--- src/rtl/first_fit_extent_allocator_unit_defines.svh ---
// ----------------------------------------------------------------------------
// Assertion macros for the extent allocator.
// ----------------------------------------------------------------------------
`ifndef FIRST_FIT_EXTENT_ALLOCATOR_UNIT_DEFINES_SVH
`define FIRST_FIT_EXTENT_ALLOCATOR_UNIT_DEFINES_SVH
`ifndef SYNTHESIS
`define FFA_ASSERT_IMPL(label, clk, rst_n, a, c) \
	label: assert property (@(posedge clk) disable iff (!rst_n) (a) |-> (c)) \
		else $error("assertion failed");
`define FFA_ASSERT_NEXT(label, clk, rst_n, a, c) \
	label: assert property (@(posedge clk) disable iff (!rst_n) (a) |=> (c)) \
		else $error("assertion failed");
`else
`define FFA_ASSERT_IMPL(label, clk, rst_n, a, c)
`define FFA_ASSERT_NEXT(label, clk, rst_n, a, c)
`endif
`endif

--- src/rtl/ffa_pkg.sv ---
// ----------------------------------------------------------------------------
// ffa_pkg
// Shared types and constants of the extent allocator.
// ----------------------------------------------------------------------------
package ffa_pkg;
	localparam int MaxExtents  = 16;
	localparam int MaxRecords  = 16;
	localparam int HeaderBytes = 8;
	localparam int AddrBits    = 20;
	localparam int LenBits     = AddrBits + 1;
	localparam int ExtIdxBits  = $clog2(MaxExtents);
	localparam int RecIdxBits  = $clog2(MaxRecords);
	localparam int ExtCntBits  = $clog2(MaxExtents + 1);
	localparam int RecCntBits  = $clog2(MaxRecords + 1);
	localparam int PadBits     = 8;

	localparam logic [1:0] StOk      = 2'd0;
	localparam logic [1:0] StNoFit   = 2'd1;
	localparam logic [1:0] StFull    = 2'd2;
	localparam logic [1:0] StUnknown = 2'd3;

	// shift command for the extent chain
	localparam logic [1:0] ShNone  = 2'd0;
	localparam logic [1:0] ShLeft  = 2'd1;
	localparam logic [1:0] ShRight = 2'd2;

	typedef struct packed {
		logic [AddrBits-1:0] start;
		logic [LenBits-1:0]  len;
	} extent_t;

	typedef struct packed {
		logic                  wr;
		logic [ExtIdxBits-1:0] idx;
		extent_t               data;
		logic [1:0]            shift;
		logic [ExtIdxBits-1:0] pos;
		logic                  init;
		extent_t               init_data;
	} ext_ctl_t;
endpackage

--- src/rtl/ffa_cell.sv ---
// ----------------------------------------------------------------------------
// ffa_cell
// One extent slot of the chain; loads, holds, or takes a neighbor's entry.
// ----------------------------------------------------------------------------
module ffa_cell (
	input  logic                          clk,
	input  logic [ffa_pkg::ExtIdxBits-1:0] my_idx,
	input  ffa_pkg::ext_ctl_t              ctl,
	input  ffa_pkg::extent_t               left_in,
	input  ffa_pkg::extent_t               right_in,
	output ffa_pkg::extent_t               ent
);
	ffa_pkg::extent_t ent_q;
	assign ent = ent_q;

	always_ff @(posedge clk) begin
		if (ctl.init) begin
			ent_q <= ctl.init_data;
		end else if (ctl.wr && ctl.idx == my_idx) begin
			ent_q <= ctl.data;
		end else if (ctl.shift == ffa_pkg::ShLeft && my_idx >= ctl.pos) begin
			ent_q <= right_in;
		end else if (ctl.shift == ffa_pkg::ShRight && my_idx > ctl.pos) begin
			ent_q <= left_in;
		end
	end
endmodule

--- src/rtl/ffa_chain.sv ---
// ----------------------------------------------------------------------------
// ffa_chain
// Row of extent cells; each hands its entry to its neighbors on a shift.
// ----------------------------------------------------------------------------
module ffa_chain (
	input  logic                                   clk,
	input  ffa_pkg::ext_ctl_t                      ctl,
	input  logic [ffa_pkg::ExtIdxBits-1:0]         rd_idx,
	output ffa_pkg::extent_t                       rd_ent,
	output ffa_pkg::extent_t                       rd_prev
);
	ffa_pkg::extent_t ents [ffa_pkg::MaxExtents];

	for (genvar g = 0; g < ffa_pkg::MaxExtents; g++) begin : g_cell
		ffa_pkg::extent_t l_in, r_in;
		if (g == 0) begin : g_l
			assign l_in = ents[g];
		end else begin : g_lo
			assign l_in = ents[g-1];
		end
		if (g == ffa_pkg::MaxExtents - 1) begin : g_r
			assign r_in = ents[g];
		end else begin : g_ro
			assign r_in = ents[g+1];
		end
		ffa_cell u_cell (
			.clk(clk), .my_idx(ffa_pkg::ExtIdxBits'(g)), .ctl(ctl),
			.left_in(l_in), .right_in(r_in), .ent(ents[g])
		);
	end

	assign rd_ent  = ents[rd_idx];
	assign rd_prev = ents[rd_idx - 1'b1];
endmodule
--- config.mk ---
export PLATFORM = sky130hd
export DESIGN_NAME = ffa_chain
export DESIGN_NICKNAME = d
export VERILOG_FILES = /design/src/rtl/first_fit_extent_allocator_unit_defines.svh /design/src/rtl/ffa_pkg.sv /design/src/rtl/ffa_cell.sv /design/src/rtl/ffa_chain.sv
export SDC_FILE = /design/constraint.sdc
export NUM_CORES = 2
export LEC_CHECK = 0
export BUFFER_PORTS_ARGS = -buffer_cell sky130_fd_sc_hd__clkbuf_2
export CAP_MARGIN = 20
export CORE_ASPECT_RATIO = 0.9
export CORE_UTILIZATION = 35
export DETAILED_ROUTE_END_ITERATION = 8
export PLACE_DENSITY = 0.55
export SETUP_SLACK_MARGIN = 0.1
export SLEW_MARGIN = 20
export SYNTH_ARGS = -nofsm -noshare
export SYNTH_HDL_FRONTEND = slang
export SYNTH_SLANG_ARGS = --single-unit
--- constraint.sdc ---
create_clock -name clk -period 6.9 [get_ports clk]
set_clock_uncertainty 0.2 [all_clocks]
set_input_delay 0.345 -clock clk [delete_from_list [all_inputs] [get_ports clk]]
set_output_delay 0.345 -clock clk [all_outputs]
set_load 0.005 [all_outputs]
# Word-level counts from Yosys, hierarchy flattened
# Cells that the tools add are included.
# W data, S select, Z words.
classes:
  n_addsub: 1
  mul: 0
  div_mod_pow: 0
  magnitude_cmp: 33
  eq_ne: 18
  shift: 0
  muxes: 69
  bitwise: 2
  reduce_logical: 65
op_table:
  columns: ["cell", "count"]
  rows:
  - ["$mux W41", 67]
  - ["$bmux W41 S4", 2]
  - ["$reduce_bool A4 Y1", 14]
  - ["$logic_and A1 B1 Y1", 47]
  - ["$eq A4 B4 Y1 const B", 8]
  - ["$ge A4 B4 Y1 const A", 8]
  - ["$gt A4 B4 Y1 const A", 8]
  - ["$eq A4 B3 Y1 const B", 4]
  - ["$ge A3 B4 Y1 const A", 4]
  - ["$gt A3 B4 Y1 const A", 4]
  - ["$ge A5 B5 Y1 const B", 2]
  - ["$not A4 Y5", 2]
  - ["$eq A4 B2 Y1 const B", 2]
  - ["$ge A1 B4 Y1 const A", 2]
  - ["$ge A2 B4 Y1 const A", 2]
  - ["$gt A2 B4 Y1 const A", 2]
  - ["$reduce_bool A3 Y1", 2]
  - ["$eq A4 B1 Y1 const B", 1]
  - ["$gt A1 B4 Y1 const A", 1]
  - ["$logic_not A4 Y1", 1]
  - ["$sub A4 B1 Y4 const B", 1]
  - ["$ne A3 B2 Y1 const B", 1]
  - ["$eq A2 B1 Y1 const B", 1]
  - ["$eq A2 B2 Y1 const B", 1]
  - ["$reduce_and A2 Y1", 1]
totals:
  regBits: 656
  latch_bits: 0
  mem_bits_rw: 0
  mem_bits_ro: 0
  inputBits: 99
  output_inout_bits: 82
  wordCells: 220
  memories: 0

# Depth between registers and ports, before layout
depth:
  ltp_word: 6
  ltp_mapped: 11
  ltp_nobuf: 4

# Hierarchy
# From an unflattened synthesis, not the netlist that was laid out.
hier_totals:
  hier_cells: 4995
  hier_area_um2: 53655.2
by_module_without_submodules:
  columns: ["mod", "n_inst", "cells_each", "area_each_um2", "seq_area_each_um2"]
  rows:
  - ["ffa_cell (g_cell[11].u_cell ...)", 14, 265, 2720.1, 1231.2]
  - ["ffa_chain", 1, 755, 10010.9, 0.0]
  - ["ffa_cell (g_cell[0].u_cell ...)", 2, 265, 2781.4, 1231.2]

# Worst setup path before layout
# No wires, ideal clock.
synth_path:
  path_kind: "input -> output"
  start: "input port rd_idx[0] (netlist bit)"
  end: "output port rd_prev[0] (netlist bit)"
  t_arrival_ps: 2963
  slack_ps: 3392
  cell_stages: 11
  n_path_buf: 7
  cell_sequence: "buf_2 -> buf_6 -> buf_2 -> buf_2 -> inv_1 -> ha_1 -> buf_4 -> buf_2 -> buf_1 -> mux4_2 -> mux4_2"
synth_lines:
  columns: ["item", "line_no", "source"]
  rows:
  - ["start: declaration", "ffa_chain.sv:8", "input logic [ffa_pkg::ExtIdxBits-1:0] rd_idx,"]
  - ["end: declaration", "ffa_chain.sv:10", "output ffa_pkg::extent_t rd_prev"]

# Final worst setup path
layout_path:
  start: "input port ctl[44] (netlist bit)"
  end: "register g_cell[13].u_cell.ent_q, in the netlist g_cell[13].u_cell.ent[5] (enable)"
layout_via:
  elab_chain_cells: 3
  elab_cells_between_ends: 5
  classes_between: "2 x order compare; 3 x reduce/logical"
layout_lines:
  columns: ["item", "line_no", "source"]
  rows:
  - ["start: declaration", "ffa_chain.sv:7", "input ffa_pkg::ext_ctl_t ctl,"]
  - ["$gt A4 B4 Y1 / $ge A4 B4 Y1 (equally long branches)", "ffa_cell.sv:23, ffa_cell.sv:21", null]
  - ["$logic_and A1 B1 Y1, on equally long branches", "ffa_cell.sv:23, ffa_cell.sv:21", null]
  - ["$reduce_bool A4 Y1 (no source line) *", null, null]
  - ["end signal: assignment", "ffa_cell.sv:20", "ent_q <= ctl.data;"]
  - ["end signal: assignment", "ffa_cell.sv:22", "ent_q <= right_in;"]
  - ["end signal: assignment", "ffa_cell.sv:24", "ent_q <= left_in;"]
  - ["end: declaration", "ffa_cell.sv:13", "ffa_pkg::extent_t ent_q;"]
# Every way passes the cells marked *; elsewhere a longest branch is shown, timed or not.
# A chain may end at the register's enable or synchronous reset.

==> impl_metrics.json <==
{
  "ios": 181,
  "synth_largest_area_cell": "edfxtp_1",
  "largest_reg_flops": 656,
  "grt.busiest_layer": "met1",
  "syn_to_final_growth_pct": 10.4,
  "synthCells": 4206,
  "fin_crit_sh_pct": 62.9,
  "worst_hold_path_type": "primary input to flop",
  "setup_viol": 0,
  "fill_cells": 12800,
  "synth_xor_area_share_pct": 0.0368,
  "synth_top_area_share_pct": 41.4,
  "maxSlewHeadroom_pct": 17.6,
  "cts_root_buf": "clkbuf_16",
  "synthAdderAreaFrac_pct": 0.0263,
  "grt_setup_unrepaired": "no",
  "fin_crit_ns": 4.34,
  "synth-async-reset-ratio_pct": 0,
  "max_freq_ghz": 0.230,
  "io_buffer_count": 180,
  "dr.pass1.iters": 6,
  "synthMuxAreaShare_pct": 24.8,
  "tritoncts": "yes",
  "numCtsBuffers": 81,
  "grt.met3_usage_pct": 12.3,
  "die_x_um": 391,
  "drive_gt1_share_pct": 22.6,
  "start_kind": "primary input",
  "fin_tns_setup_ns": 0,
  "leakage_uw": 0.0196,
  "globalRouteOverflowTotal": 0,
  "drt-total-wl_um": 227000,
  "ir_worst_vdd_uv": 164,
  "maxCapViolations": 0,
  "outcome": "finished clean",
  "gp_congestion": 0.845,
  "cp_max_fo": 44,
  "drt_iter0_drc": 8219,
  "avgSynthCellArea_um2": 11.3,
  "cts-resized-gates": 0,
  "drt-wirelength-per-cell_um": 38.4,
  "path_clk_slew_ns": 0.06,
  "grt_max_degree": 213,
  "via_count": 43400,
  "ys_seq_elements": 656,
  "fp-row-count": 127,
  "arrival_ns": 4.17,
  "yosysMostFrequentCell": "edfxtp_1",
  "ant_nets": 0,
  "worstPathRequired_ns": 6.72,
  "worst_pin_slew_ns": 1.23,
  "grtUsageTotal_pct": 32.1,
  "yosysSeqAreaShare_pct": 41.4,
  "p_per_area_nw_per_um2": 241,
  "synth_top_family_by_area": "multiplexers",
  "via_per_inst": 7.36,
  "yosysWarnings": 0,
  "ys_types": 39,
  "cts_buffer_depth": 3,
  "fin_util_pct": 39.2,
  "cts_sinks": 656,
  "final_max_slew_viol_count": 0,
  "fp.coreArea_um2": 134000,
  "grt_pass1_wl_um": 317000,
  "place_hpwl_um": 117000,
  "synth_compound_area_share_pct": 16.4,
  "hold_violations": 0,
  "synthSimpleGateAreaFrac_pct": 12.2,
  "die_area_um2": 137000,
  "min-delay-start": "ctl[40]",
  "die_height_um": 352,
  "clk_latency_ns": 0.69,
  "netlist_area_um2": 47600,
  "crit_type": "primary input to flop",
  "drc": 0,
  "use_met2_pct": 44.4,
  "htreeDepth": 3,
  "synth_ff_type": "edfxtp_1",
  "nNetsFinal": 4124,
  "end_kind": "flop",
  "synth_common_cells": "656 x edfxtp_1, 466 x nor2_1, 412 x and3_1, 411 x a211oi_1, 411 x o31ai_1",
  "synth-edff-count": 656,
  "initial_core_util_pct": 35.5,
  "grt_pass1_vias": 40400,
  "reg2reg_from": "g_cell[2].u_cell.ent[28]$_DFFE_PP_",
  "met1_usage_pct": 44.5,
  "grt_antenna_before_repair": 15,
  "synth.area.top_cells": "edfxtp_1 41%, mux4_2 19%, a211oi_1 6.5%",
  "synth_nets": 4306,
  "crit_start": "ctl[44]"
}
[report_power, final]
group	switching (µW)	total (µW)	internal [µW]	leakage, µW
clock	1890	4230	2340	0.00119
sequential	513	5500	4990	0.00666
combinational	1640	2920	1280	0.0118
[cell families after synthesis]
group           Yosys count
compound gates         1086
buf+inv                 564
flops                   656
simple gates           1241
xor+xnor                  2
mux                     656
fa+ha+maj                 1
[metrics by stage]
| step | total power (µW) | hold WS (ns) | area, µm² | worst slack (ns) | cells |
|---|---|---|---|---|---|
| 5_1_grt | 12900 | 0.0730 | 52500 | 2.52 | 5888 |
| 3_3_place_gp | 8310 | 0.490 | 49600 | 2.09 | 5701 |
| 6_report | 12700 | 0.0664 | 52500 | 2.56 | 5893 |
| 4_1_cts | 12500 | 0.0240 | 52500 | 2.71 | 5884 |
| 3_5_place_dp | 8350 | 0.502 | 49600 | 2.19 | 5704 |
| 2_1_floorplan | 7190 | 0.402 | 47600 | 3.39 | 4206 |
[placed cells by master (no fill, tap or decap), types with 27 or more instances in the layout]
master / netlist / layout
clkbuf_2: 0 / 175
nand2_1: 322 / 295
and3_1: 412 / 411
mux2i_1: 164 / 164
nand2_4: 0 / 27
o31ai_1: 411 / 411
buf_4: 6 / 67
mux2_2: 82 / 82
o211ai_1: 83 / 83
a211oi_1: 411 / 411
mux4_2: 410 / 410
a31oi_1: 82 / 82
dlygate4sd3_1: 0 / 41
edfxtp_1: 656 / 656
o21ai_0: 67 / 67
clkbuf_16: 0 / 85
nor2_1: 466 / 456
[timing repair]
item | in CTS | in global routing
setup buffers | 0 | 0
hold buffers | 41 | 0
setup endpoints to repair | 0 | 0
hold endpoints to repair | 80 | 0
[final timing paths]
kind	endpoint	slack (ns)	depth (start not counted)
worst max-delay path	g_cell[13].u_cell.ent[5]$_DFFE_PP_	2.56	4
worst min register to register	g_cell[0].u_cell.ent[33]$_DFFE_PP_	0.52	2
worst max register to register	g_cell[1].u_cell.ent[28]$_DFFE_PP_	5.33	3
worst min-delay path	g_cell[15].u_cell.ent[40]$_DFFE_PP_	0.07	3
[worst max-delay path, cell delays in order]
cell	delay (ns)
clkbuf_2	0.49
nand3_4	0.85
nand2_4	1.19
nand3_4	1.13
[per-layer routing]
| layer | share of wire [%] | wire length (µm) | vias up |
|---|---|---|---|
| li1 | - | - | 16500 |
| met1 | 37 | 84800 | 21900 |
| met2 | 41 | 92900 | 4249 |
| met3 | 17 | 38100 | 688 |
| met4 | 4.7 | 10700 | 14 |
| met5 | 0.040 | 90 | - |
[final cells by class]
| type | count | area, µm² | share of cell area, % |
|---|---|---|---|
| Multi-Input combinational cell | 2986 | 26100 | 49.6 |
| Sequential cell | 656 | 19700 | 37.5 |
| Tap cell | 1806 | 2260 | 4.30 |
| Clock buffer | 102 | 2190 | 4.17 |
| Timing Repair Buffer | 295 | 2020 | 3.85 |
| Clock inverter | 37 | 249 | 0.474 |
| Inverter | 4 | 20.0 | 0.0381 |
| Antenna cell | 7 | 17.5 | 0.0333 |
Note: power is estimated with default switching activity, not from simulation.
